## src/rtl/cdad_pkg.sv

```systemverilog
`timescale 1ns / 1ps

package cdad_pkg;

  localparam int YearW     = 14;
  localparam int DayW      = 5;
  localparam int MonthW    = 4;
  localparam int CountW    = 12;
  localparam int SumW      = 13;
  localparam int CycleW    = 9;
  localparam int ModSteps  = 6;
  localparam int StepW     = 3;

  localparam logic [15:0]        MAX_DAYS_TO_ADD = 16'd4095;
  localparam logic [YearW-1:0]   MIN_YEAR_RESET  = 14'd2025;
  localparam logic [YearW-1:0]   YEAR_CYCLE      = 14'd400;
  localparam logic [YearW-1:0]   YEAR_MAX        = 14'd16383;
  localparam logic [CycleW-1:0]  CYCLE_LAST      = 9'd399;
  localparam logic [CycleW-1:0]  CENTURY_1       = 9'd100;
  localparam logic [CycleW-1:0]  CENTURY_2       = 9'd200;
  localparam logic [CycleW-1:0]  CENTURY_3       = 9'd300;
  localparam logic [MonthW-1:0]  MONTH_JAN       = 4'd1;
  localparam logic [MonthW-1:0]  MONTH_FEB       = 4'd2;
  localparam logic [MonthW-1:0]  MONTH_DEC       = 4'd12;

  typedef enum logic [2:0] {
    ST_IDLE,
    ST_MOD,
    ST_CHECK,
    ST_WALK,
    ST_DONE
  } cdad_state_t;

  // shared subtractor operands and result
  typedef struct packed {
    logic [YearW-1:0] a;
    logic [YearW-1:0] b;
  } cdad_sub_req_t;

  typedef struct packed {
    logic [YearW-1:0] diff;
    logic             ge;
  } cdad_sub_rsp_t;

  // leap year from the year's position inside the 400 year cycle
  function automatic logic leap_of(input logic [CycleW-1:0] r);
    logic leap;
    leap = (r[1:0] == 2'b00) && (r != CENTURY_1) && (r != CENTURY_2) && (r != CENTURY_3);
    return leap;
  endfunction

  function automatic logic [DayW-1:0] month_days(input logic [MonthW-1:0] m,
                                                 input logic leap);
    logic [DayW-1:0] len;
    case (m)
      MONTH_FEB:                           len = leap ? 5'd29 : 5'd28;
      4'd4, 4'd6, 4'd9, 4'd11:             len = 5'd30;
      default:                             len = 5'd31;
    endcase
    return len;
  endfunction

endpackage

```

## src/rtl/cdad_sub_unit.sv

```systemverilog
`timescale 1ns / 1ps

module cdad_sub_unit
  import cdad_pkg::*;
(
  input  cdad_sub_req_t req_i,
  output cdad_sub_rsp_t rsp_o
);

  logic [YearW:0] wide;

  // borrow out of the top bit means a < b
  assign wide       = {1'b0, req_i.a} - {1'b0, req_i.b};
  assign rsp_o.diff = wide[YearW-1:0];
  assign rsp_o.ge   = ~wide[YearW];

endmodule

```

## src/rtl/calendar_date_add_days_unit.sv

```systemverilog
`timescale 1ns / 1ps
// steps: accept the request, reduce the year modulo 400 by restoring subtraction,
//   check the date, walk month by month, then load the output register
// a new request is taken only in idle, once the last result is loaded for output;
//   the month walk runs through the single shared subtractor
// reset: rst_n synchronous active low, clears control state and loads minimum_year 2025
module calendar_date_add_days_unit
  import cdad_pkg::*;
(
  input  logic         clk,
  input  logic         rst_n,
  // configuration write: minimum_year
  input  logic         cfg_valid,
  output logic         cfg_ready,
  input  logic [13:0]  cfg_data,
  // input request
  input  logic         in_tvalid,
  output logic         in_tready,
  input  logic [39:0]  in_tdata,   // day_of_month[4:0], month_number[8:5],
                                   // year_number[22:9], days_to_add[34:23], zero pad
  // result
  output logic         out_tvalid,
  input  logic         out_tready,
  output logic [23:0]  out_tdata,  // result_day[4:0], result_month[8:5],
                                   // result_year[22:9], zero pad
  output logic         out_tuser   // input_valid
);

  cdad_state_t state_r, state_nxt;

  // configuration register
  logic [YearW-1:0]  min_year_r;

  // working registers of the sequencer
  logic [SumW-1:0]   day_r,   day_nxt;     // running day, holds day + added count
  logic [MonthW-1:0] month_r, month_nxt;
  logic [YearW-1:0]  year_r,  year_nxt;
  logic [CountW-1:0] count_r, count_nxt;
  logic [YearW-1:0]  rem_r,   rem_nxt;     // year mod 400 once reduction is done
  logic [StepW-1:0]  step_r,  step_nxt;
  logic              ok_r,    ok_nxt;

  // original date kept for the invalid echo
  logic [DayW-1:0]   in_day_r;
  logic [MonthW-1:0] in_month_r;

  // output register
  logic              out_valid_r;
  logic [DayW-1:0]   out_day_r;
  logic [MonthW-1:0] out_month_r;
  logic [YearW-1:0]  out_year_r;
  logic              out_ok_r;

  cdad_sub_req_t sub_req;
  cdad_sub_rsp_t sub_rsp;

  logic              in_fire;
  logic              out_free;
  logic              leap_now;
  logic [DayW-1:0]   len_now;
  logic              date_ok;
  logic              walk_more;
  logic [CountW-1:0] count_clamped;

  assign cfg_ready = 1'b1;
  assign in_fire   = in_tvalid & in_tready;
  assign out_free  = ~out_valid_r | out_tready;

  // month length of the current month from the 400 year position
  assign leap_now  = leap_of(rem_r[CycleW-1:0]);
  assign len_now   = month_days(month_r, leap_now);

  // calendar check, month range first so the length lookup is meaningful
  assign date_ok = (month_r >= MONTH_JAN) && (month_r <= MONTH_DEC)
                && (day_r != '0) && (year_r >= min_year_r)
                && (day_r <= {{(SumW-DayW){1'b0}}, len_now});

  // still past the end of this month: day - len is nonzero and not negative
  assign walk_more = sub_rsp.ge && (sub_rsp.diff != '0);

  // count limit, a no-op at the default limit
  assign count_clamped = ({4'b0, count_r} > MAX_DAYS_TO_ADD) ? MAX_DAYS_TO_ADD[CountW-1:0]
                                                             : count_r;

  cdad_sub_unit u_sub (
    .req_i (sub_req),
    .rsp_o (sub_rsp)
  );

  // next state
  always_comb begin
    state_nxt = state_r;
    unique case (state_r)
      ST_IDLE:  if (in_fire) state_nxt = ST_MOD;
      ST_MOD:   if (step_r == '0) state_nxt = ST_CHECK;
      ST_CHECK: state_nxt = date_ok ? ST_WALK : ST_DONE;
      ST_WALK:  if (!walk_more) state_nxt = ST_DONE;
      ST_DONE:  if (out_free) state_nxt = ST_IDLE;
      default:  state_nxt = ST_IDLE;
    endcase
  end

  // outputs of the sequencer: handshake and subtractor operands
  always_comb begin
    in_tready = 1'b0;
    sub_req.a = rem_r;
    sub_req.b = YEAR_CYCLE;
    unique case (state_r)
      ST_IDLE: begin
        in_tready = 1'b1;
      end
      ST_MOD: begin
        // restoring reduction: try 400 shifted by the step count
        sub_req.a = rem_r;
        sub_req.b = YEAR_CYCLE << step_r;
      end
      ST_WALK: begin
        sub_req.a = {{(YearW-SumW){1'b0}}, day_r};
        sub_req.b = {{(YearW-DayW){1'b0}}, len_now};
      end
      default: begin
        sub_req.a = rem_r;
        sub_req.b = YEAR_CYCLE;
      end
    endcase
  end

  // datapath
  always_comb begin
    day_nxt   = day_r;
    month_nxt = month_r;
    year_nxt  = year_r;
    count_nxt = count_r;
    rem_nxt   = rem_r;
    step_nxt  = step_r;
    ok_nxt    = ok_r;
    case (state_r)
      ST_IDLE: begin
        if (in_fire) begin
          day_nxt   = {{(SumW-DayW){1'b0}}, in_tdata[4:0]};
          month_nxt = in_tdata[8:5];
          year_nxt  = in_tdata[22:9];
          count_nxt = in_tdata[34:23];
          rem_nxt   = in_tdata[22:9];
          step_nxt  = StepW'(ModSteps - 1);
        end
      end
      ST_MOD: begin
        if (sub_rsp.ge) rem_nxt = sub_rsp.diff;
        step_nxt = step_r - 1'b1;
      end
      ST_CHECK: begin
        ok_nxt = date_ok;
        if (date_ok) day_nxt = day_r + {1'b0, count_clamped};
      end
      ST_WALK: begin
        if (walk_more) begin
          day_nxt = sub_rsp.diff[SumW-1:0];
          if (month_r == MONTH_DEC) begin
            month_nxt = MONTH_JAN;
            year_nxt  = year_r + 1'b1;
            // keep the cycle position in step, including the 14 bit wrap
            if (year_r == YEAR_MAX || rem_r[CycleW-1:0] == CYCLE_LAST) begin
              rem_nxt = '0;
            end else begin
              rem_nxt = rem_r + 1'b1;
            end
          end else begin
            month_nxt = month_r + 1'b1;
          end
        end
      end
      default: begin
        day_nxt = day_r;
      end
    endcase
  end

  always_ff @(posedge clk) begin
    if (!rst_n) begin
      state_r     <= ST_IDLE;
      min_year_r  <= MIN_YEAR_RESET;
      out_valid_r <= 1'b0;
    end else begin
      state_r <= state_nxt;
      if (cfg_valid && cfg_ready) min_year_r <= cfg_data;
      if (state_r == ST_DONE && out_free) begin
        out_valid_r <= 1'b1;
      end else if (out_tready) begin
        out_valid_r <= 1'b0;
      end
    end
  end

  always_ff @(posedge clk) begin
    day_r   <= day_nxt;
    month_r <= month_nxt;
    year_r  <= year_nxt;
    count_r <= count_nxt;
    rem_r   <= rem_nxt;
    step_r  <= step_nxt;
    ok_r    <= ok_nxt;
    if (in_fire) begin
      in_day_r   <= in_tdata[4:0];
      in_month_r <= in_tdata[8:5];
    end
    if (state_r == ST_DONE && out_free) begin
      // invalid dates echo the request unchanged
      out_day_r   <= ok_r ? day_r[DayW-1:0] : in_day_r;
      out_month_r <= ok_r ? month_r : in_month_r;
      out_year_r  <= year_r;
      out_ok_r    <= ok_r;
    end
  end

  assign out_tvalid = out_valid_r;
  assign out_tdata  = {1'b0, out_year_r, out_month_r, out_day_r};
  assign out_tuser  = out_ok_r;

endmodule
```

## config.mk

```make
export PLATFORM = sky130hd
export DESIGN_NAME = calendar_date_add_days_unit
export DESIGN_NICKNAME = d
export VERILOG_FILES = /design/src/rtl/cdad_pkg.sv /design/src/rtl/cdad_sub_unit.sv /design/src/rtl/calendar_date_add_days_unit.sv
export SDC_FILE = /design/constraint.sdc
export NUM_CORES = 1
export LEC_CHECK = 0
export BUFFER_PORTS_ARGS = -buffer_cell sky130_fd_sc_hd__buf_4
export CAP_MARGIN = 10
export CORE_UTILIZATION = 50
export CTS_BUF_LIST = sky130_fd_sc_hd__clkbuf_8 sky130_fd_sc_hd__clkbuf_16
export CTS_CLUSTER_DIAMETER = 200
export DETAILED_ROUTE_END_ITERATION = 6
export PLACE_DENSITY = 0.74
export SYNTH_ARGS = -nofsm -noshare
export SYNTH_HDL_FRONTEND = slang
export SYNTH_SLANG_ARGS = --single-unit
```

## constraint.sdc

```tcl
create_clock -name clk -period 17.8 [get_ports clk]
set_input_delay 4.45 -clock clk [delete_from_list [all_inputs] [get_ports clk]]
set_output_delay 4.45 -clock clk [all_outputs]
set_load 0.005 [all_outputs]
```

==> results.py <==
metrics = {
    "timing": {
        "setup_violations": 0,
        "hold_viol_final": 0,
        "finalCritPeriodShare_pct": 34.5,
        "max_freq_mhz": 163,
        "fin_skew_ns": 0.00934,
        "tightest_slew_ns": 1.02,
        "tns_ns": 0,
        "maxSlewViolCount": 0,
        "rsz0062_at_grt": "false",
        "maxSlewHeadroom_pct": 31.7,
        "layout_min_cycle_time_ns": 6.14,
    },
    "critical_path": {
        "cp_slowest_cell": "dfxtp_1",
        "cp-end-kind": "register",
        "cp_top_family": "simple AND/OR/NAND/NOR gates",
        "cp.arrival_ns": 6.21,
        "rr_startpoint": "state_r[0]",
        "worst-path-buf-inv": 1,
        "ff2ff_path_depth": 13,
        "critPathMaxFanout": 35,
        "path_depth": 13,
        "cp.required_ns": 17.87,
        "path_class": "register to register",
        "crit_chain": "nor2b_1 -> nand2_1 -> buf_4 -> mux2_2 -> ha_1 -> nor2b_2 -> o2111ai_1 -> a31oi_1 -> or3_4 -> a2111oi_4 -> nand4_1 -> o21a_2 -> a21o_2",
        "cp-startpoint": "state_r[0]",
        "cp-start-kind": "register",
        "slowest_delay_ns": 0.84,
    },
    "detailed_routing": {
        "drtIter0Drc": 474,
        "num_vias": 5518,
        "post-route-drc-count": 0,
        "via_per_inst": 5.80,
        "wl_mm": 16.9,
        "drt_pass1_iterations": 5,
        "wl_per_cell_microns": 17.8,
        "ant_nets": 0,
    },
    "cells_and_area": {
        "drive_above_1_share_pct": 20.2,
        "syn2layout_area_growth_pct": 15.0,
        "n_antenna_cell": 0,
        "n_fill_cell": 1147,
        "seqCellArea_sq_um": 3180,
        "nNetsFinal": 881,
        "multi_input_area_sq_um": 3640,
        "final_cell_area_sq_um": 8130,
    },
    "global_routing": {
        "antenna_found_initial": 0,
        "grt_max_degree": 40,
        "grt_pass1_vias": 5426,
        "grt_pass1_wl_mm": 27.3,
        "overflow": 0,
        "grt_usage_pct": 24.1,
    },
    "yosys": {
        "synth_compound_gate_area_share_pct": 15.6,
        "synth_top_family_by_area": "compound AO/OA/AOI/OAI gates",
        "post_synth_instance_area_sq_um": 7070,
        "synth_cell_types": 61,
        "syn_inst": 697,
        "synth-main-ff-cell": "edfxtp_1",
        "synth_area_leaders": "edfxtp_1 40%, ha_1 9.6%, dfxtp_1 5.1%, mux2_2 4.3%, nand2_1 4.1%",
        "synth-simple-area-share_pct": 14.6,
        "synth_mux_area_share_pct": 5.29,
        "ys_seq_area_share_pct": 45.0,
        "yosysTopAreaCell": "edfxtp_1",
        "synthXorXnorAreaFrac_pct": 5.57,
        "avgSynthCellArea_sq_um": 10.1,
        "synth_nets": 812,
        "async_flop_share_pct": 0,
        "synthAdderAreaFrac_pct": 10.1,
        "synth_edf_count": 94,
        "ys_seq_elements": 112,
        "synth_top_area_share_pct": 39.9,
        "yosysWarnings": 0,
    },
    "clock_tree": {
        "hold_buffers": 0,
        "cts_made_buffers": 9,
        "cts_buffer_depth": 2,
        "cts_setup_buffers": 0,
        "cts_num_sinks": 112,
        "root_buffer": "clkbuf_16",
        "post_cts_resized": 0,
        "clkLatencyLatePin_ns": 0.36,
        "clkTransAtPathRegs_ns": 0.08,
        "htree_levels": 3,
        "cts_tree": "done",
    },
    "pwr": {
        "power.leakage_nw": 3.34,
        "peakVddDrop_mv": 0.0566,
        "p_per_area_nw_per_um2": 121,
    },
    "die": {
        "rows": 43,
        "dieArea_sq_um": 14600,
        "die_h_microns": 121,
        "core_area_sq_um": 13800,
        "io_pins": 87,
        "die_x_microns": 121,
        "initial_core_util_pct": 51.2,
    },
    "placed_design": {
        "port_buffers": 79,
        "dp_hpwl_mm": 12.7,
        "gp_congestion": 0.912,
        "placed_area_sq_um": 7830,
    },
    "run": {
        "maxCapViolations": 0,
    },
    "worst_hold_path": {
        "hold_depth": 2,
        "min_from": "min_year_r[8]",
        "hp-class": "register to register",
    },
    "status": {
        "status": "finished clean",
    },
}
registers in the layout (all words and copies together), names as in the netlist:
name	cells
month_r	4
out_year_r	14
out_month_r	4
out_day_r	5
step_r	3
day_r	13
min_year_r	14
out_tuser	1
in_day_r	5
out_tvalid	1
count_clamped	12
ok_r	1
rem_r	14
in_month_r	4
year_r	14
state_r	3
final timing paths:
kind | endpoint | slack, ns
hold / removal | min_year_r[8] | 0.49
setup reg to reg | year_r[9] | 11.66
setup / recovery | year_r[9] | 11.66
hold reg to reg | min_year_r[8] | 0.49
layer usage:
metal,vias up,global-route usage [%],part of all wire (%)
met3,31,4.84,4.8
met4,0,9.57,2.5
li1,2678,-,-
met1,2652,30.2,44
met5,-,0,0
met2,157,40.7,49
synthesized netlist by cell type, drive strengths merged (5+ instances only):
master and instances:
nand2 77, and3 7, edfxtp 94, o22ai 8, nor3 15, a31oi 19, nand3 22, nor2b 11
ha 54, dfxtp 18, nor4 5, xor2 18, buf 5, clkbuf 24, o21a 7, and2 7
or3 7, o211ai 10, mux2 27, xnor2 27, nand4 5, mux2i 7, a21o 18, nand2b 8
nor2 36, or2 10, o21ai 55, a21oi 23, inv 35
logic make-up after synthesis:
group / Yosys count
compound gates: 170
xor+xnor: 45
fa+ha+maj: 56
buf+inv: 65
flops: 112
mux: 34
other cells: 2
simple gates: 213
power breakdown:
| group | internal [mW] | leakage [nW] | total [mW] | switching [mW] |
|---|---|---|---|---|
| clock | 0.108 | 0.153 | 0.204 | 0.0956 |
| combinational | 0.173 | 2.14 | 0.401 | 0.228 |
| sequential | 0.334 | 1.04 | 0.379 | 0.0453 |
| total | 0.616 | 3.34 | 0.984 | 0.368 |
worst register-to-register path: stages (launching register included):
cell	delay, ns
dfxtp_1	0.84
nor2b_1	0.73
nand2_1	0.82
buf_4	0.52
mux2_2	0.32
ha_1	0.29
nor2b_2	0.16
o2111ai_1	0.27
a31oi_1	0.25
or3_4	0.41
a2111oi_4	0.40
nand4_1	0.17
o21a_2	0.30
a21o_2	0.37
layout make-up:
type	instances	share of cell area [%]
multi-input cells	520	44.7
flip-flops and latches	112	39.1
repair buffers	87	8.03
clock buffers	12	3.28
well taps	180	2.77
inverters	36	1.66
clock inverters	4	0.400
cell usage in the layout, fill, tap and decap left out, types with 3 or more instances in the layout:
cell / instances
edfxtp_1: 94
buf_4: 87
nand2_1: 77
o21ai_0: 55
ha_1: 54
inv_1: 36
nor2_1: 34
mux2_2: 27
xnor2_1: 27
a21oi_1: 23
nand3_1: 21
a31oi_1: 19
xor2_1: 18
dfxtp_1: 18
a21o_1: 16
nor3_1: 15
nor2b_1: 10
o211ai_1: 10
or2_2: 10
clkbuf_16: 9
nand2b_1: 8
o22ai_1: 8
and3_1: 7
and2_1: 7
mux2i_1: 7
o21a_1: 6
nand4_1: 5
nor4_1: 5
o31ai_1: 4
or3_1: 3
a21boi_0: 3
clkbuf_8: 3
stage by stage:
step / cells / hold slack, ns / setup slack [ns] / utilization [%] / total power, mW
2_1_floorplan: 697 / 0.424 / 10.49 / - / 0.667
3_3_place_gp: 934 / 0.478 / 11.95 / 56.6 / 0.760
3_5_place_dp: 934 / 0.478 / 11.80 / 56.6 / 0.780
4_1_cts: 950 / 0.493 / 11.77 / 58.8 / 0.984
5_1_grt: 951 / 0.523 / 11.14 / 58.8 / 1.04
6_report: 951 / 0.494 / 11.66 / 58.8 / 0.984
(Power assumes the default switching activity.)
